## src/hw/rtl/rrts_pkg.sv

```systemverilog
// Shared constants, codes and control types of the round-robin tick task scheduler.
`timescale 1ns / 1ps
`default_nettype none

package rrts_pkg;

    localparam int TASK_COUNT_DEF = 4;

    localparam int REQ_W      = 3;
    localparam int TASK_IDX_W = 4;
    localparam int DATA_W     = 32;
    localparam int STATE_W    = 2;
    localparam int SLICE_W    = 8;

    localparam logic [SLICE_W-1:0] SLICE_RESET = 8'd10;

    typedef logic [REQ_W-1:0]   req_type_t;
    typedef logic [STATE_W-1:0] tstate_t;
    typedef logic [1:0]         rd_sel_t;

    // request codes
    localparam req_type_t REQ_TICK   = 3'd0;
    localparam req_type_t REQ_SWITCH = 3'd1;
    localparam req_type_t REQ_SLEEP  = 3'd2;
    localparam req_type_t REQ_SET    = 3'd3;
    localparam req_type_t REQ_READ   = 3'd4;

    // task states
    localparam tstate_t ST_READY    = 2'd0;
    localparam tstate_t ST_RUNNING  = 2'd1;
    localparam tstate_t ST_SLEEPING = 2'd2;
    localparam tstate_t ST_BLOCKED  = 2'd3;

    // table read address select
    localparam rd_sel_t RD_IDX = 2'd0;
    localparam rd_sel_t RD_CUR = 2'd1;
    localparam rd_sel_t RD_NXT = 2'd2;

    typedef struct packed {
        logic    load_req;
        logic    do_tick;
        logic    sw_init;
        logic    scan_step;
        logic    sw_commit;
        logic    do_sleep;
        logic    do_set;
        logic    load_out;
        rd_sel_t rd_sel;
    } ctrl_cmd_t;

    typedef struct packed {
        req_type_t req_type;
        logic      scan_hit;
        logic      scan_end;
    } dp_sts_t;

endpackage

`default_nettype wire

```

## src/hw/rtl/rrts_if.sv

```systemverilog
// Request and response channel interfaces of the scheduler.
`timescale 1ns / 1ps
`default_nettype none

interface rrts_req_if
    import rrts_pkg::*;
();
    logic                  valid;
    logic                  ready;
    logic [REQ_W-1:0]      req_type;
    logic [TASK_IDX_W-1:0] task_index;
    logic [DATA_W-1:0]     sleep_ticks;
    logic [STATE_W-1:0]    new_state;

    modport source (output valid, req_type, task_index, sleep_ticks, new_state, input ready);
    modport sink   (input valid, req_type, task_index, sleep_ticks, new_state, output ready);
endinterface

interface rrts_rsp_if
    import rrts_pkg::*;
();
    logic                  valid;
    logic                  ready;
    logic                  switch_due;
    logic [TASK_IDX_W-1:0] running_task;
    logic [DATA_W-1:0]     tick_count;
    logic [DATA_W-1:0]     switch_count;
    logic [STATE_W-1:0]    addressed_state;
    logic [DATA_W-1:0]     addressed_run_ticks;

    modport source (output valid, switch_due, running_task, tick_count, switch_count,
                    addressed_state, addressed_run_ticks, input ready);
    modport sink   (input valid, switch_due, running_task, tick_count, switch_count,
                    addressed_state, addressed_run_ticks, output ready);
endinterface

`default_nettype wire

```

## src/hw/rtl/rrts_datapath.sv

```systemverilog
// Scheduler datapath: task tables, counters, scan pointer and output word register.
`timescale 1ns / 1ps
`default_nettype none

module rrts_datapath
    import rrts_pkg::*;
#(
    parameter int TASK_COUNT = TASK_COUNT_DEF
)
(
    input  logic                  clk,
    input  logic                  rst_n,
    input  ctrl_cmd_t             cmd,
    output dp_sts_t               sts,
    input  logic                  cfg_we,
    input  logic [SLICE_W-1:0]    cfg_data,
    input  logic [REQ_W-1:0]      req_type,
    input  logic [TASK_IDX_W-1:0] task_index,
    input  logic [DATA_W-1:0]     sleep_ticks,
    input  logic [STATE_W-1:0]    new_state,
    output logic                  switch_due,
    output logic [TASK_IDX_W-1:0] running_task,
    output logic [DATA_W-1:0]     tick_count,
    output logic [DATA_W-1:0]     switch_count,
    output logic [STATE_W-1:0]    addressed_state,
    output logic [DATA_W-1:0]     addressed_run_ticks
);

    localparam int IDX_W  = $clog2(TASK_COUNT);
    localparam int SEEN_W = $clog2(TASK_COUNT + 1);
    localparam logic [IDX_W-1:0]      LAST_IDX = IDX_W'(TASK_COUNT - 1);
    localparam logic [SEEN_W-1:0]     SEEN_END = SEEN_W'(TASK_COUNT);
    localparam logic [TASK_IDX_W:0]   TC_LIM   = (TASK_IDX_W + 1)'(TASK_COUNT);

    // latched request word
    req_type_t             req_type_reg;
    logic [TASK_IDX_W-1:0] idx_reg;
    logic [DATA_W-1:0]     sleep_reg;
    tstate_t               nst_reg;

    tstate_t            state_reg [TASK_COUNT];
    tstate_t            state_next[TASK_COUNT];
    logic [DATA_W-1:0]  wake_reg  [TASK_COUNT];
    logic [DATA_W-1:0]  wake_next [TASK_COUNT];
    logic [DATA_W-1:0]  run_reg   [TASK_COUNT];
    logic [DATA_W-1:0]  run_next  [TASK_COUNT];

    logic [DATA_W-1:0]  tick_reg, tick_next;
    logic [DATA_W-1:0]  swc_reg, swc_next;
    logic [IDX_W-1:0]   cur_reg, cur_next;
    logic [SLICE_W-1:0] slice_cnt_reg, slice_cnt_next;
    logic [SLICE_W-1:0] slice_ticks_reg, slice_ticks_next;
    logic               due_reg, due_next;

    logic [IDX_W-1:0]   ptr_reg, ptr_next;
    logic [SEEN_W-1:0]  seen_reg, seen_next;
    logic [IDX_W-1:0]   chosen_reg, chosen_next;

    logic                  o_due_reg;
    logic [TASK_IDX_W-1:0] o_task_reg;
    logic [DATA_W-1:0]     o_tick_reg;
    logic [DATA_W-1:0]     o_swc_reg;
    tstate_t               o_state_reg;
    logic [DATA_W-1:0]     o_run_reg;

    logic               idx_valid;
    logic [IDX_W-1:0]   idx_t;
    logic [IDX_W-1:0]   nxt;
    logic [SEEN_W-1:0]  seen_inc;
    logic [IDX_W-1:0]   rd_addr;
    tstate_t            state_rd;
    logic [DATA_W-1:0]  run_rd;
    logic [DATA_W-1:0]  tick_inc;
    logic [SLICE_W-1:0] cnt_dec;

    assign idx_valid = ({1'b0, idx_reg} < TC_LIM);
    assign idx_t     = idx_reg[IDX_W-1:0];
    assign nxt       = (ptr_reg == LAST_IDX) ? '0 : ptr_reg + 1'b1;
    assign seen_inc  = seen_reg + 1'b1;
    assign tick_inc  = tick_reg + 1'b1;
    assign cnt_dec   = slice_cnt_reg - 1'b1;

    always_comb
    begin
        case (cmd.rd_sel)
            RD_CUR:  rd_addr = cur_reg;
            RD_NXT:  rd_addr = nxt;
            default: rd_addr = idx_t;
        endcase
    end

    assign state_rd = state_reg[rd_addr];
    assign run_rd   = run_reg[rd_addr];

    // status comes from registers only, so it never depends on the command
    assign sts.req_type = req_type_reg;
    assign sts.scan_hit = (state_reg[nxt] == ST_READY);
    assign sts.scan_end = (seen_inc >= SEEN_END);

    always_comb
    begin
        state_next       = state_reg;
        wake_next        = wake_reg;
        run_next         = run_reg;
        tick_next        = tick_reg;
        swc_next         = swc_reg;
        cur_next         = cur_reg;
        slice_cnt_next   = slice_cnt_reg;
        slice_ticks_next = slice_ticks_reg;
        due_next         = due_reg;
        ptr_next         = ptr_reg;
        seen_next        = seen_reg;
        chosen_next      = chosen_reg;

        if (cfg_we)
        begin
            slice_ticks_next = cfg_data;
        end

        if (cmd.load_req)
        begin
            due_next = 1'b0;
        end

        if (cmd.do_tick)
        begin
            tick_next = tick_inc;
            // read port addresses the current task here
            if (state_rd == ST_RUNNING)
            begin
                run_next[cur_reg] = run_rd + 1'b1;
            end
            for (int k = 0; k < TASK_COUNT; k++)
            begin
                if (state_reg[k] == ST_SLEEPING && tick_inc >= wake_reg[k])
                begin
                    state_next[k] = ST_READY;
                end
            end
            if (cnt_dec == '0)
            begin
                slice_cnt_next = slice_ticks_reg;
                due_next       = 1'b1;
            end
            else
            begin
                slice_cnt_next = cnt_dec;
            end
        end

        if (cmd.sw_init)
        begin
            swc_next  = swc_reg + 1'b1;
            ptr_next  = cur_reg;
            seen_next = '0;
        end

        if (cmd.scan_step)
        begin
            seen_next = seen_inc;
            ptr_next  = nxt;
            if (sts.scan_end)
            begin
                chosen_next = '0;      // nobody ready: fall back to task 0
            end
            else if (sts.scan_hit)
            begin
                chosen_next = nxt;
            end
        end

        if (cmd.sw_commit)
        begin
            if (chosen_reg != cur_reg && state_rd == ST_RUNNING)
            begin
                state_next[cur_reg] = ST_READY;
            end
            state_next[chosen_reg] = ST_RUNNING;
            cur_next               = chosen_reg;
        end

        if (cmd.do_sleep && idx_valid)
        begin
            wake_next[idx_t]  = tick_reg + sleep_reg;
            state_next[idx_t] = ST_SLEEPING;
        end

        if (cmd.do_set && idx_valid)
        begin
            state_next[idx_t] = nst_reg;
        end
    end

    always_ff @(posedge clk or negedge rst_n)
    begin
        if (!rst_n)
        begin
            for (int k = 0; k < TASK_COUNT; k++)
            begin
                state_reg[k] <= ST_READY;
                wake_reg[k]  <= '0;
                run_reg[k]   <= '0;
            end
            tick_reg        <= '0;
            swc_reg         <= '0;
            cur_reg         <= '0;
            slice_cnt_reg   <= SLICE_RESET;
            slice_ticks_reg <= SLICE_RESET;
            due_reg         <= 1'b0;
        end
        else
        begin
            state_reg       <= state_next;
            wake_reg        <= wake_next;
            run_reg         <= run_next;
            tick_reg        <= tick_next;
            swc_reg         <= swc_next;
            cur_reg         <= cur_next;
            slice_cnt_reg   <= slice_cnt_next;
            slice_ticks_reg <= slice_ticks_next;
            due_reg         <= due_next;
        end
    end

    always_ff @(posedge clk)
    begin
        ptr_reg    <= ptr_next;
        seen_reg   <= seen_next;
        chosen_reg <= chosen_next;
        if (cmd.load_req)
        begin
            req_type_reg <= req_type;
            idx_reg      <= task_index;
            sleep_reg    <= sleep_ticks;
            nst_reg      <= new_state;
        end
        if (cmd.load_out)
        begin
            o_due_reg   <= due_reg;
            o_task_reg  <= TASK_IDX_W'(cur_reg);
            o_tick_reg  <= tick_reg;
            o_swc_reg   <= swc_reg;
            o_state_reg <= idx_valid ? state_rd : ST_READY;
            o_run_reg   <= idx_valid ? run_rd : '0;
        end
    end

    assign switch_due          = o_due_reg;
    assign running_task        = o_task_reg;
    assign tick_count          = o_tick_reg;
    assign switch_count        = o_swc_reg;
    assign addressed_state     = o_state_reg;
    assign addressed_run_ticks = o_run_reg;

    a_due_only_tick: assert property (@(posedge clk) disable iff (!rst_n)
        due_reg |-> req_type_reg == REQ_TICK)
        else $error("slice end flagged for a request other than a tick");

    a_commit_running: assert property (@(posedge clk) disable iff (!rst_n)
        cmd.sw_commit |=> state_reg[cur_reg] == ST_RUNNING)
        else $error("switched-to task not running after commit");

    a_cur_in_range: assert property (@(posedge clk) disable iff (!rst_n)
        cur_reg <= LAST_IDX)
        else $error("current task out of range");

endmodule

`default_nettype wire

```

## src/hw/rtl/rrts_ctrl.sv

```systemverilog
// Scheduler controller: sequences each request word through the datapath.
`timescale 1ns / 1ps
`default_nettype none

module rrts_ctrl
    import rrts_pkg::*;
(
    input  logic      clk,
    input  logic      rst_n,
    input  logic      in_valid,
    output logic      in_ready,
    output logic      out_valid,
    input  logic      out_ready,
    input  dp_sts_t   sts,
    output ctrl_cmd_t cmd
);

    localparam logic [2:0] S_IDLE   = 3'd0;
    localparam logic [2:0] S_EXEC   = 3'd1;
    localparam logic [2:0] S_SCAN   = 3'd2;
    localparam logic [2:0] S_COMMIT = 3'd3;
    localparam logic [2:0] S_DONE   = 3'd4;

    logic [2:0] state_reg, state_next;
    logic       out_valid_reg, out_valid_next;

    assign in_ready  = (state_reg == S_IDLE);
    assign out_valid = out_valid_reg;

    always_comb
    begin
        cmd        = '0;
        cmd.rd_sel = RD_IDX;
        state_next = state_reg;
        case (state_reg)
            S_IDLE:
            begin
                if (in_valid)
                begin
                    cmd.load_req = 1'b1;
                    state_next   = S_EXEC;
                end
            end
            S_EXEC:
            begin
                state_next = S_DONE;
                case (sts.req_type)
                    REQ_TICK:
                    begin
                        cmd.do_tick = 1'b1;
                        cmd.rd_sel  = RD_CUR;
                    end
                    REQ_SWITCH:
                    begin
                        cmd.sw_init = 1'b1;
                        state_next  = S_SCAN;
                    end
                    REQ_SLEEP: cmd.do_sleep = 1'b1;
                    REQ_SET:   cmd.do_set   = 1'b1;
                    default:   ;    // read only and unused codes
                endcase
            end
            S_SCAN:
            begin
                cmd.rd_sel    = RD_NXT;
                cmd.scan_step = 1'b1;
                if (sts.scan_end || sts.scan_hit)
                begin
                    state_next = S_COMMIT;
                end
            end
            S_COMMIT:
            begin
                cmd.rd_sel    = RD_CUR;
                cmd.sw_commit = 1'b1;
                state_next    = S_DONE;
            end
            S_DONE:
            begin
                if (!out_valid_reg || out_ready)
                begin
                    cmd.load_out = 1'b1;
                    state_next   = S_IDLE;
                end
            end
            default: state_next = S_IDLE;
        endcase
    end

    always_comb
    begin
        out_valid_next = out_valid_reg;
        if (cmd.load_out)
        begin
            out_valid_next = 1'b1;
        end
        else if (out_ready)
        begin
            out_valid_next = 1'b0;
        end
    end

    always_ff @(posedge clk or negedge rst_n)
    begin
        if (!rst_n)
        begin
            state_reg     <= S_IDLE;
            out_valid_reg <= 1'b0;
        end
        else
        begin
            state_reg     <= state_next;
            out_valid_reg <= out_valid_next;
        end
    end

    a_out_from_done: assert property (@(posedge clk) disable iff (!rst_n)
        $rose(out_valid_reg) |-> $past(state_reg) == S_DONE)
        else $error("output word raised outside the done state");

    a_hold_when_full: assert property (@(posedge clk) disable iff (!rst_n)
        (state_reg == S_DONE && out_valid_reg && !out_ready) |=> state_reg == S_DONE)
        else $error("finished word left done state while output register full");

    a_load_to_exec: assert property (@(posedge clk) disable iff (!rst_n)
        cmd.load_req |=> state_reg == S_EXEC)
        else $error("accepted request word not executed next cycle");

endmodule

`default_nettype wire

```

## src/hw/rtl/round_robin_tick_task_scheduler_unit.sv

```systemverilog
// Top level of the round-robin tick task scheduler.
//
//  channel | dir | handshake        | word
//  req     | in  | valid / ready    | req_type, task_index, sleep_ticks, new_state
//  rsp     | out | valid / ready    | switch_due, running_task, tick_count,
//          |     |                  | switch_count, addressed_state, addressed_run_ticks
//  cfg     | in  | cfg_we           | cfg_data = slice_ticks
//
// Tick, sleep, set-state and read words pass through the exec and done states
// before the next accept. A switch passes through exec, k = 1..TASK_COUNT steps of
// the round-robin scan, then commit and done, one task state read per cycle.
// Reset is asynchronous and clears all tables and counters at once.
// A finished word waits in the output register; the next request word is accepted
// while it waits, and stays in the done state only if the register is full and unread.
`timescale 1ns / 1ps
`default_nettype none

module round_robin_tick_task_scheduler_unit
    import rrts_pkg::*;
#(
    parameter int TASK_COUNT = TASK_COUNT_DEF
)
(
    input  logic               clk,
    input  logic               rst_n,
    input  logic               cfg_we,
    input  logic [SLICE_W-1:0] cfg_data,
    rrts_req_if.sink           req,
    rrts_rsp_if.source         rsp
);

    ctrl_cmd_t cmd;
    dp_sts_t   sts;

    rrts_ctrl u_ctrl (
        .clk       (clk),
        .rst_n     (rst_n),
        .in_valid  (req.valid),
        .in_ready  (req.ready),
        .out_valid (rsp.valid),
        .out_ready (rsp.ready),
        .sts       (sts),
        .cmd       (cmd)
    );

    rrts_datapath #(
        .TASK_COUNT (TASK_COUNT)
    ) u_datapath (
        .clk                 (clk),
        .rst_n               (rst_n),
        .cmd                 (cmd),
        .sts                 (sts),
        .cfg_we              (cfg_we),
        .cfg_data            (cfg_data),
        .req_type            (req.req_type),
        .task_index          (req.task_index),
        .sleep_ticks         (req.sleep_ticks),
        .new_state           (req.new_state),
        .switch_due          (rsp.switch_due),
        .running_task        (rsp.running_task),
        .tick_count          (rsp.tick_count),
        .switch_count        (rsp.switch_count),
        .addressed_state     (rsp.addressed_state),
        .addressed_run_ticks (rsp.addressed_run_ticks)
    );

endmodule

`default_nettype wire

```

## src/flat_wrapper.sv

```systemverilog
// flat-port wrapper written by rule: the top's interface ports become plain ports
module round_robin_tick_task_scheduler_unit_flat import rrts_pkg::*;
#(
    parameter int TASK_COUNT = TASK_COUNT_DEF
)
  (clk, rst_n, cfg_we, cfg_data, req_valid, req_req_type, req_task_index, req_sleep_ticks, req_new_state, req_ready, rsp_valid, rsp_switch_due, rsp_running_task, rsp_tick_count, rsp_switch_count, rsp_addressed_state, rsp_addressed_run_ticks, rsp_ready);
  rrts_req_if req_i ();
  rrts_rsp_if rsp_i ();
  input  logic clk;
  input  logic rst_n;
  input  logic cfg_we;
  input  logic [SLICE_W-1:0] cfg_data;
  input wire logic [$bits(req_i.valid)-1:0] req_valid;
  input wire logic [$bits(req_i.req_type)-1:0] req_req_type;
  input wire logic [$bits(req_i.task_index)-1:0] req_task_index;
  input wire logic [$bits(req_i.sleep_ticks)-1:0] req_sleep_ticks;
  input wire logic [$bits(req_i.new_state)-1:0] req_new_state;
  output wire logic [$bits(req_i.ready)-1:0] req_ready;
  output wire logic [$bits(rsp_i.valid)-1:0] rsp_valid;
  output wire logic [$bits(rsp_i.switch_due)-1:0] rsp_switch_due;
  output wire logic [$bits(rsp_i.running_task)-1:0] rsp_running_task;
  output wire logic [$bits(rsp_i.tick_count)-1:0] rsp_tick_count;
  output wire logic [$bits(rsp_i.switch_count)-1:0] rsp_switch_count;
  output wire logic [$bits(rsp_i.addressed_state)-1:0] rsp_addressed_state;
  output wire logic [$bits(rsp_i.addressed_run_ticks)-1:0] rsp_addressed_run_ticks;
  input wire logic [$bits(rsp_i.ready)-1:0] rsp_ready;
  assign req_i.valid = req_valid;
  assign req_i.req_type = req_req_type;
  assign req_i.task_index = req_task_index;
  assign req_i.sleep_ticks = req_sleep_ticks;
  assign req_i.new_state = req_new_state;
  assign req_ready = req_i.ready;
  assign rsp_valid = rsp_i.valid;
  assign rsp_switch_due = rsp_i.switch_due;
  assign rsp_running_task = rsp_i.running_task;
  assign rsp_tick_count = rsp_i.tick_count;
  assign rsp_switch_count = rsp_i.switch_count;
  assign rsp_addressed_state = rsp_i.addressed_state;
  assign rsp_addressed_run_ticks = rsp_i.addressed_run_ticks;
  assign rsp_i.ready = rsp_ready;
  round_robin_tick_task_scheduler_unit #(.TASK_COUNT(TASK_COUNT)) u_core (.clk(clk), .rst_n(rst_n), .cfg_we(cfg_we), .cfg_data(cfg_data), .req(req_i), .rsp(rsp_i));
endmodule
```

## config.mk

```make
export PLATFORM = sky130hd
export DESIGN_NAME = round_robin_tick_task_scheduler_unit_flat
export DESIGN_NICKNAME = d
export VERILOG_FILES = /design/src/hw/rtl/rrts_pkg.sv /design/src/hw/rtl/rrts_if.sv /design/src/hw/rtl/rrts_datapath.sv /design/src/hw/rtl/rrts_ctrl.sv /design/src/hw/rtl/round_robin_tick_task_scheduler_unit.sv /design/src/flat_wrapper.sv
export SDC_FILE = /design/constraint.sdc
export NUM_CORES = 1
export LEC_CHECK = 0
export ABC_AREA = 1
export BUFFER_PORTS_ARGS = -buffer_cell sky130_fd_sc_hd__buf_2
export CAP_MARGIN = 30
export CELL_PAD_IN_SITES_DETAIL_PLACEMENT = 0
export CELL_PAD_IN_SITES_GLOBAL_PLACEMENT = 1
export CORE_UTILIZATION = 48
export CTS_BUF_LIST = sky130_fd_sc_hd__clkbuf_4 sky130_fd_sc_hd__clkbuf_8
export CTS_CLUSTER_DIAMETER = 40
export CTS_CLUSTER_SIZE = 25
export DETAILED_ROUTE_END_ITERATION = 10
export GPL_ROUTABILITY_DRIVEN = 0
export PLACE_DENSITY_LB_ADDON = 0.05
export SLEW_MARGIN = 20
export SYNTH_ARGS = -nofsm -noshare
export SYNTH_HDL_FRONTEND = slang
export SYNTH_SLANG_ARGS = --single-unit
export TNS_END_PERCENT = 5
```

## constraint.sdc

```tcl
create_clock -name clk -period 6.7 [get_ports clk]
set_input_delay 0.67 -clock clk [delete_from_list [all_inputs] [get_ports clk]]
set_output_delay 0.67 -clock clk [all_outputs]
set_load 0.01 [all_outputs]
```

Word-level counts from Yosys, hierarchy flattened:

Index checks and enable logic that the tools add are counted.

* register bits: 500
* bits of input ports: 54
* output and inout bits: 105
* logic and storage cells: 173

* add/subtract/negate cells: 7
* order comparisons: 14
* equal/unequal tests: 19
* mux-type cells: 64
* bitwise logic cells: 13
* reduce and logical (&&, ||, !) cells: 23

Operators with widths (count)
* bitwise mux 128 bit: 2
* demux 32 bit (select 2 bit): 2
* >= comparator 32 bit: 4
* 2-to-1 mux 32 bit: 4
* adder 32 x 1 -> 32 bit, second input constant: 3
* binary-select mux 32 bit (select 2 bit): 1
* 2-to-1 mux 8 bit: 7
* 2-to-1 mux 2 bit: 17
* adder 32 bit: 1
* >= comparator 3 bit, second input constant: 6
* 2-to-1 mux 3 bit: 6
* 2-to-1 mux 1 bit: 16
* NOT 2 -> 3 bit: 5
* case mux 3 bit (5 select lines): 1
* demux 2 bit (select 2 bit): 3
* equality test 2 bit, second input constant: 6
* equality test 3 x 2 -> 1 bit, second input constant: 4
* logical AND 1 bit: 10
* less-than comparator 3 x 1 -> 1 bit, second input constant: 3
* AND 4 bit: 2
* AND 8 bit: 1
* binary-select mux 2 bit (select 2 bit): 2
* bitwise mux 8 bit: 1
* logical NOT 8 bit: 1
* other kinds (21): 32

Logic depth before layout (Yosys ltp):

* word-level depth: 19
* mapped depth: 26

By module:

From an unflattened synthesis, not the netlist that was laid out.

* cell total of the unflattened synthesis: 3391
* area total of the unflattened synthesis: 27863.0 um^2

By module, submodules not included
* rrts_datapath: times used 1, cells an instance 3346, area an instance 27555.2 um^2, seq. area each 13162.6 um^2
* rrts_ctrl: times used 1, cells an instance 45, area an instance 307.8 um^2, seq. area each 100.1 um^2

Least setup slack after synthesis:

OpenSTA, ideal clock, no wires.

* kind: input port to flip-flop
* start point: in rsp_ready
* end point: reg u_core.u_datapath.o_run_reg[0], in the netlist u_core.u_datapath.addressed_run_ticks[0], enable pin
* setup time: 0.561 ns
* data arrival time: 4.905 ns
* slack: 1.234 ns
* stages: 2
* buffers on the path: 0
* cell sequence: nor2_1 -> nor2_1

RTL lines
* start, declared: RTL line flat_wrapper.sv:26 `input wire logic [$bits(rsp_i.ready)-1:0] rsp_ready;`
* end signal, assigned: RTL line rrts_datapath.sv:244 `o_run_reg <= idx_valid ? run_rd : '0;`
* end, declared: RTL line rrts_datapath.sv:64 `logic [DATA_W-1:0] o_run_reg;`

Worst setup path in the final report:

* start point: reg u_core.u_ctrl.state_reg[1]
* end point: reg u_core.u_datapath.run_reg[44] (netlist bit)

* longest elaborated chain between the ends: 10
* elaborated cells on any way between the ends: 19
* classes of those cells: add/sub: 1; eq/ne: 6; mux: 10; bitwise: 1; reduce/logical: 1

Ends and longest elaborated chain
* start, declared: RTL line rrts_ctrl.sv:24 `logic [2:0] state_reg, state_next;`
* start signal, assigned: RTL line rrts_ctrl.sv:112 `state_reg <= state_next;`
* equality test 3 x 2 -> 1 bit or equality test 3 x 1 -> 1 bit (tied branches): RTL line rrts_ctrl.sv:35 `case (state_reg)`
* case mux 2 bit (3 select lines): RTL line rrts_ctrl.sv:35
* equality test 2 bit or equality test 2 x 1 -> 1 bit (tied branches): RTL line rrts_datapath.sv:85 `case (cmd.rd_sel)`
* case mux 2 bit (2 select lines): RTL line rrts_datapath.sv:85
* NOT 2 -> 3 bit (not written as such): RTL line rrts_datapath.sv:92, rrts_datapath.sv:93
* binary-select mux 32 bit (select 2 bit) or binary-select mux 2 bit (select 2 bit) (tied branches): RTL line rrts_datapath.sv:93, rrts_datapath.sv:92
* 2-to-1 mux 32 bit (not written as such) or 2-to-1 mux 2 bit (tied branches) (2 in a row): RTL line rrts_datapath.sv:93, rrts_datapath.sv:92
* adder 32 x 1 -> 32 bit or equality test 2 x 1 -> 1 bit (tied branches): RTL line rrts_datapath.sv:131, rrts_datapath.sv:129
* bitwise mux 128 bit or AND reduction 2 bit (tied branches)
* end signal, assigned: RTL line rrts_datapath.sv:215 `run_reg <= run_next;`
* end, declared: RTL line rrts_datapath.sv:45 `logic [DATA_W-1:0] run_reg [TASK_COUNT];`

Parallel ways exist; a longest one is shown, timed or not. The select of a mux whose other input is x is not followed.
A chain may end at the register's enable or synchronous reset.

==> results_dict.tcl <==
set metrics [dict create \
    status "complete, no violations" \
    die_w_um 242.4 \
    crit_type "reg -> reg" \
    avgSynthCellArea_um2 8.142 \
    p_sw_w 0.004401 \
    finalSetupTns_ns 0 \
    die_y_um 242.4 \
    end_kind "register" \
    synth_edf_count 149 \
    cellInternalPower_w 0.006608 \
    fin_crit_sh_pct 76.83 \
    synth_cell_types 53 \
    initial_utilization_pct 48.91 \
    clock_path_buffers 3 \
    pwr-share-comb_pct 33.9 \
    vdd_drop_max_v 0.0001978 \
    grt_max_degree 143 \
    antenna_found_initial 2 \
    synthFlopType "dfrtp_1" \
    setup.worst_path.start_class "register" \
    grtUsageTotal_pct 27.84 \
    syn_area_um2 27740 \
    fin_skew_ns 0.02616 \
    tritoncts "built" \
    p_leak_nw 14.66 \
    grt_pass1_wl_um 129000 \
    slew_headroom_pct 39.50 \
    cts_made_buffers 85 \
    swShare_pct 39.97 \
    core_area_um2 56710 \
    firstDrtPassIters 8 \
    syn_inst 3407 \
    slew_violations 0 \
    powerDensity_nw_per_um2 351.1 \
    htree_num_levels 3 \
    num_vias 23470 \
    io_buffer_count 156 \
    rows 87 \
    hold_path_class "in -> reg" \
    drt_iter0_markers 1696 \
    wl_um 80500 \
    clockRootBuffer "clkbuf_8" \
    seq_power_share_pct 37.3 \
    layout_commonest_cell "nand2_1" \
    cts.sink_count 500 \
    final_core_util_pct 55.29 \
    grt-ovfl-total 0 \
    layout_common_cells "nand2_1, inv_1, dfrtp_1, nand3_1, o21ai_0" \
    io_pins 159 \
    grt_pass1_vias 23160 \
    viasPerCell 5.320 \
    critPathMaxFanout 74 \
    hold_viol 0 \
    max_freq_mhz 194.3 \
    area_growth_pct 13.04 \
    cp.arrival_ns 5.74 \
    required_ns 7.30 \
    rsz0062_at_grt "false" \
    die_area_um2 58760 \
    synthArstFlopShare_pct 70.20 \
    ys_ff_latch 500 \
    clk_latency_ns 0.68 \
    postCtsSetupRepairBufs 0 \
    post-route-min-period_ns 5.148 \
    finalSetupViolations 0 \
    num-nets-final 3805 \
    seq_area_frac_synth_pct 47.81 \
    drcViolationCount 0 \
    layout-drive-gt1-share_pct 11.08 \
    p_clk_share_pct 28.7 \
    tightestPinTransition_ns 0.9066 \
    avgRoutedWirePerCell_um 18.25 \
    clk_pin_slew_ns 0.08 \
    dp_hpwl_um 58070 \
    postRouteAntennaNets 0 \
    cap_violations 0 \
    ys_warn_count 0 \
]
## stage by stage
step	worst slack (ns)	instances	hold WS, ns	power (W)	instance area (um^2)
after floorplan	1.234	3408	0.3744	0.006655	27740
after global placement	1.761	4243	0.4424	0.007790	29210
after detailed placement	1.615	4249	0.4518	0.007874	29340
after CTS	1.562	4410	0.1120	0.01107	31330
after global routing	1.059	4412	0.1163	0.01175	31360
final	1.552	4412	0.1668	0.01101	31360
## repair_timing
action | CTS | global route
hold buffers | 1 | 0
hold endpoints to repair | 68 | 0
resized for setup | 0 | 0
## cell usage after synthesis, drive strengths merged (2+ instances only)
| library cell | number | area share, % |
|---|---|---|
| nand2 | 951 | 13 |
| inv | 432 | 5.8 |
| dfrtp | 347 | 31 |
| nand3 | 334 | 6.1 |
| o21ai | 278 | 5.0 |
| nor2 | 259 | 3.7 |
| ha | 168 | 7.6 |
| edfxtp | 149 | 16 |
| a21oi | 118 | 2.1 |
| buf | 61 | 1.3 |
| xor2 | 56 | 1.8 |
| nor3 | 47 | 0.88 |
| clkbuf | 40 | 0.54 |
| nand4 | 40 | 0.90 |
| xnor2 | 30 | 0.95 |
| nand3b | 17 | 0.46 |
| nor4 | 11 | 0.25 |
| o211ai | 10 | 0.27 |
| or2 | 10 | 0.23 |
| o21bai | 6 | 0.16 |
| o31ai | 6 | 0.16 |
| clkinv | 5 | 0.068 |
| a21o | 4 | 0.11 |
| dfstp | 4 | 0.38 |
| o221ai | 4 | 0.13 |
| o21a | 3 | 0.081 |
| a211oi | 2 | 0.054 |
| and3 | 2 | 0.045 |
| nor4b | 2 | 0.063 |
| or3 | 2 | 0.045 |
## power groups by stage
stage | registers [W] | logic [W] | clock network, W
2_1_floorplan | 0.00417 | 0.00248 | 0
3_3_place_gp | 0.00415 | 0.00364 | 0
3_5_place_dp | 0.00416 | 0.00371 | 0
4_1_cts | 0.00411 | 0.00374 | 0.00323
5_1_grt | 0.00417 | 0.00421 | 0.00336
6_report | 0.00411 | 0.00374 | 0.00316
## routing by layer
| metal | part of all wire, % | track usage, % | vias to the layer above | wire length, um |
|---|---|---|---|---|
| met2 | 49 | 47.35 | 637 | 39170 |
| li1 | - | - | 11500 | - |
| met5 | 0 | 0 | - | 0 |
| met1 | 43 | 36.12 | 11180 | 34820 |
| met4 | 3.6 | 10.63 | 0 | 2905 |
| met3 | 4.5 | 3.578 | 154 | 3599 |
## final cells by class
type                    instances  area (um^2)
fillers                      5345        25360
flip-flops and latches        500        13260
multi-input cells            2370        12370
inverters                     437         1640
clock buffers                  98         1311
repair buffers                188         1166
well taps                     756        945.9
clock inverters                62        661.9
diodes                          1        2.502
## worst paths after layout
| check | slack [ns] | end | cells after the start | startpoint |
|---|---|---|---|---|
| min in group asynchronous | 0.53 | u_core.u_datapath.swc_reg[10] | 2 | rst_n |
| max | 1.55 | u_core.u_datapath.run_reg[44] | 20 | u_core.u_ctrl.state_reg[1] |
| min | 0.17 | u_core.u_datapath.idx_reg[3] | 1 | req_task_index[3] |
| max reg2reg | 1.55 | u_core.u_datapath.run_reg[44] | 20 | u_core.u_ctrl.state_reg[1] |
| max in group asynchronous | 4.91 | u_core.u_datapath.wake_reg[26] | 3 | rst_n |
| min reg2reg | 0.47 | u_core.u_datapath.run_reg[89] | 2 | u_core.u_datapath.run_reg[89] |
## logic make-up (layout without fill, tap and decap cells)
group / count (synthesis) / after routing / share of synthesized area [%]
AND/OR/NAND/NOR: 1676 / 1676 / 25.66
XOR/XNOR: 86 / 86 / 2.742
AO/OA/AOI/OAI: 435 / 435 / 8.281
adder cells (fa/ha/maj): 169 / 169 / 7.650
buffers and inverters: 538 / 785 / 7.771
multiplexers: 2 / 2 / 0.07668
other: 1 / 3 / 0.01352
flip-flops: 500 / 500 / 47.81
## worst max-delay path, cell delays in order (launching register included)
cell and delay, ns:
dfrtp_1 0.40, inv_1 0.10, nand3_2 0.15, inv_1 0.15, nand3_2 0.09, inv_1 0.54, nor2_1 0.14, inv_1 0.09
ha_1 0.29, nand2_4 0.38, nand2_4 0.55, inv_1 0.28, o21ai_0 0.13, o21ai_2 0.29, nand3_1 0.18, inv_2 0.12
nand2_1 0.06, buf_4 0.30, inv_2 0.55, nand3_1 0.14, o21ai_0 0.10
Note: power is estimated with default switching activity, not from simulation.
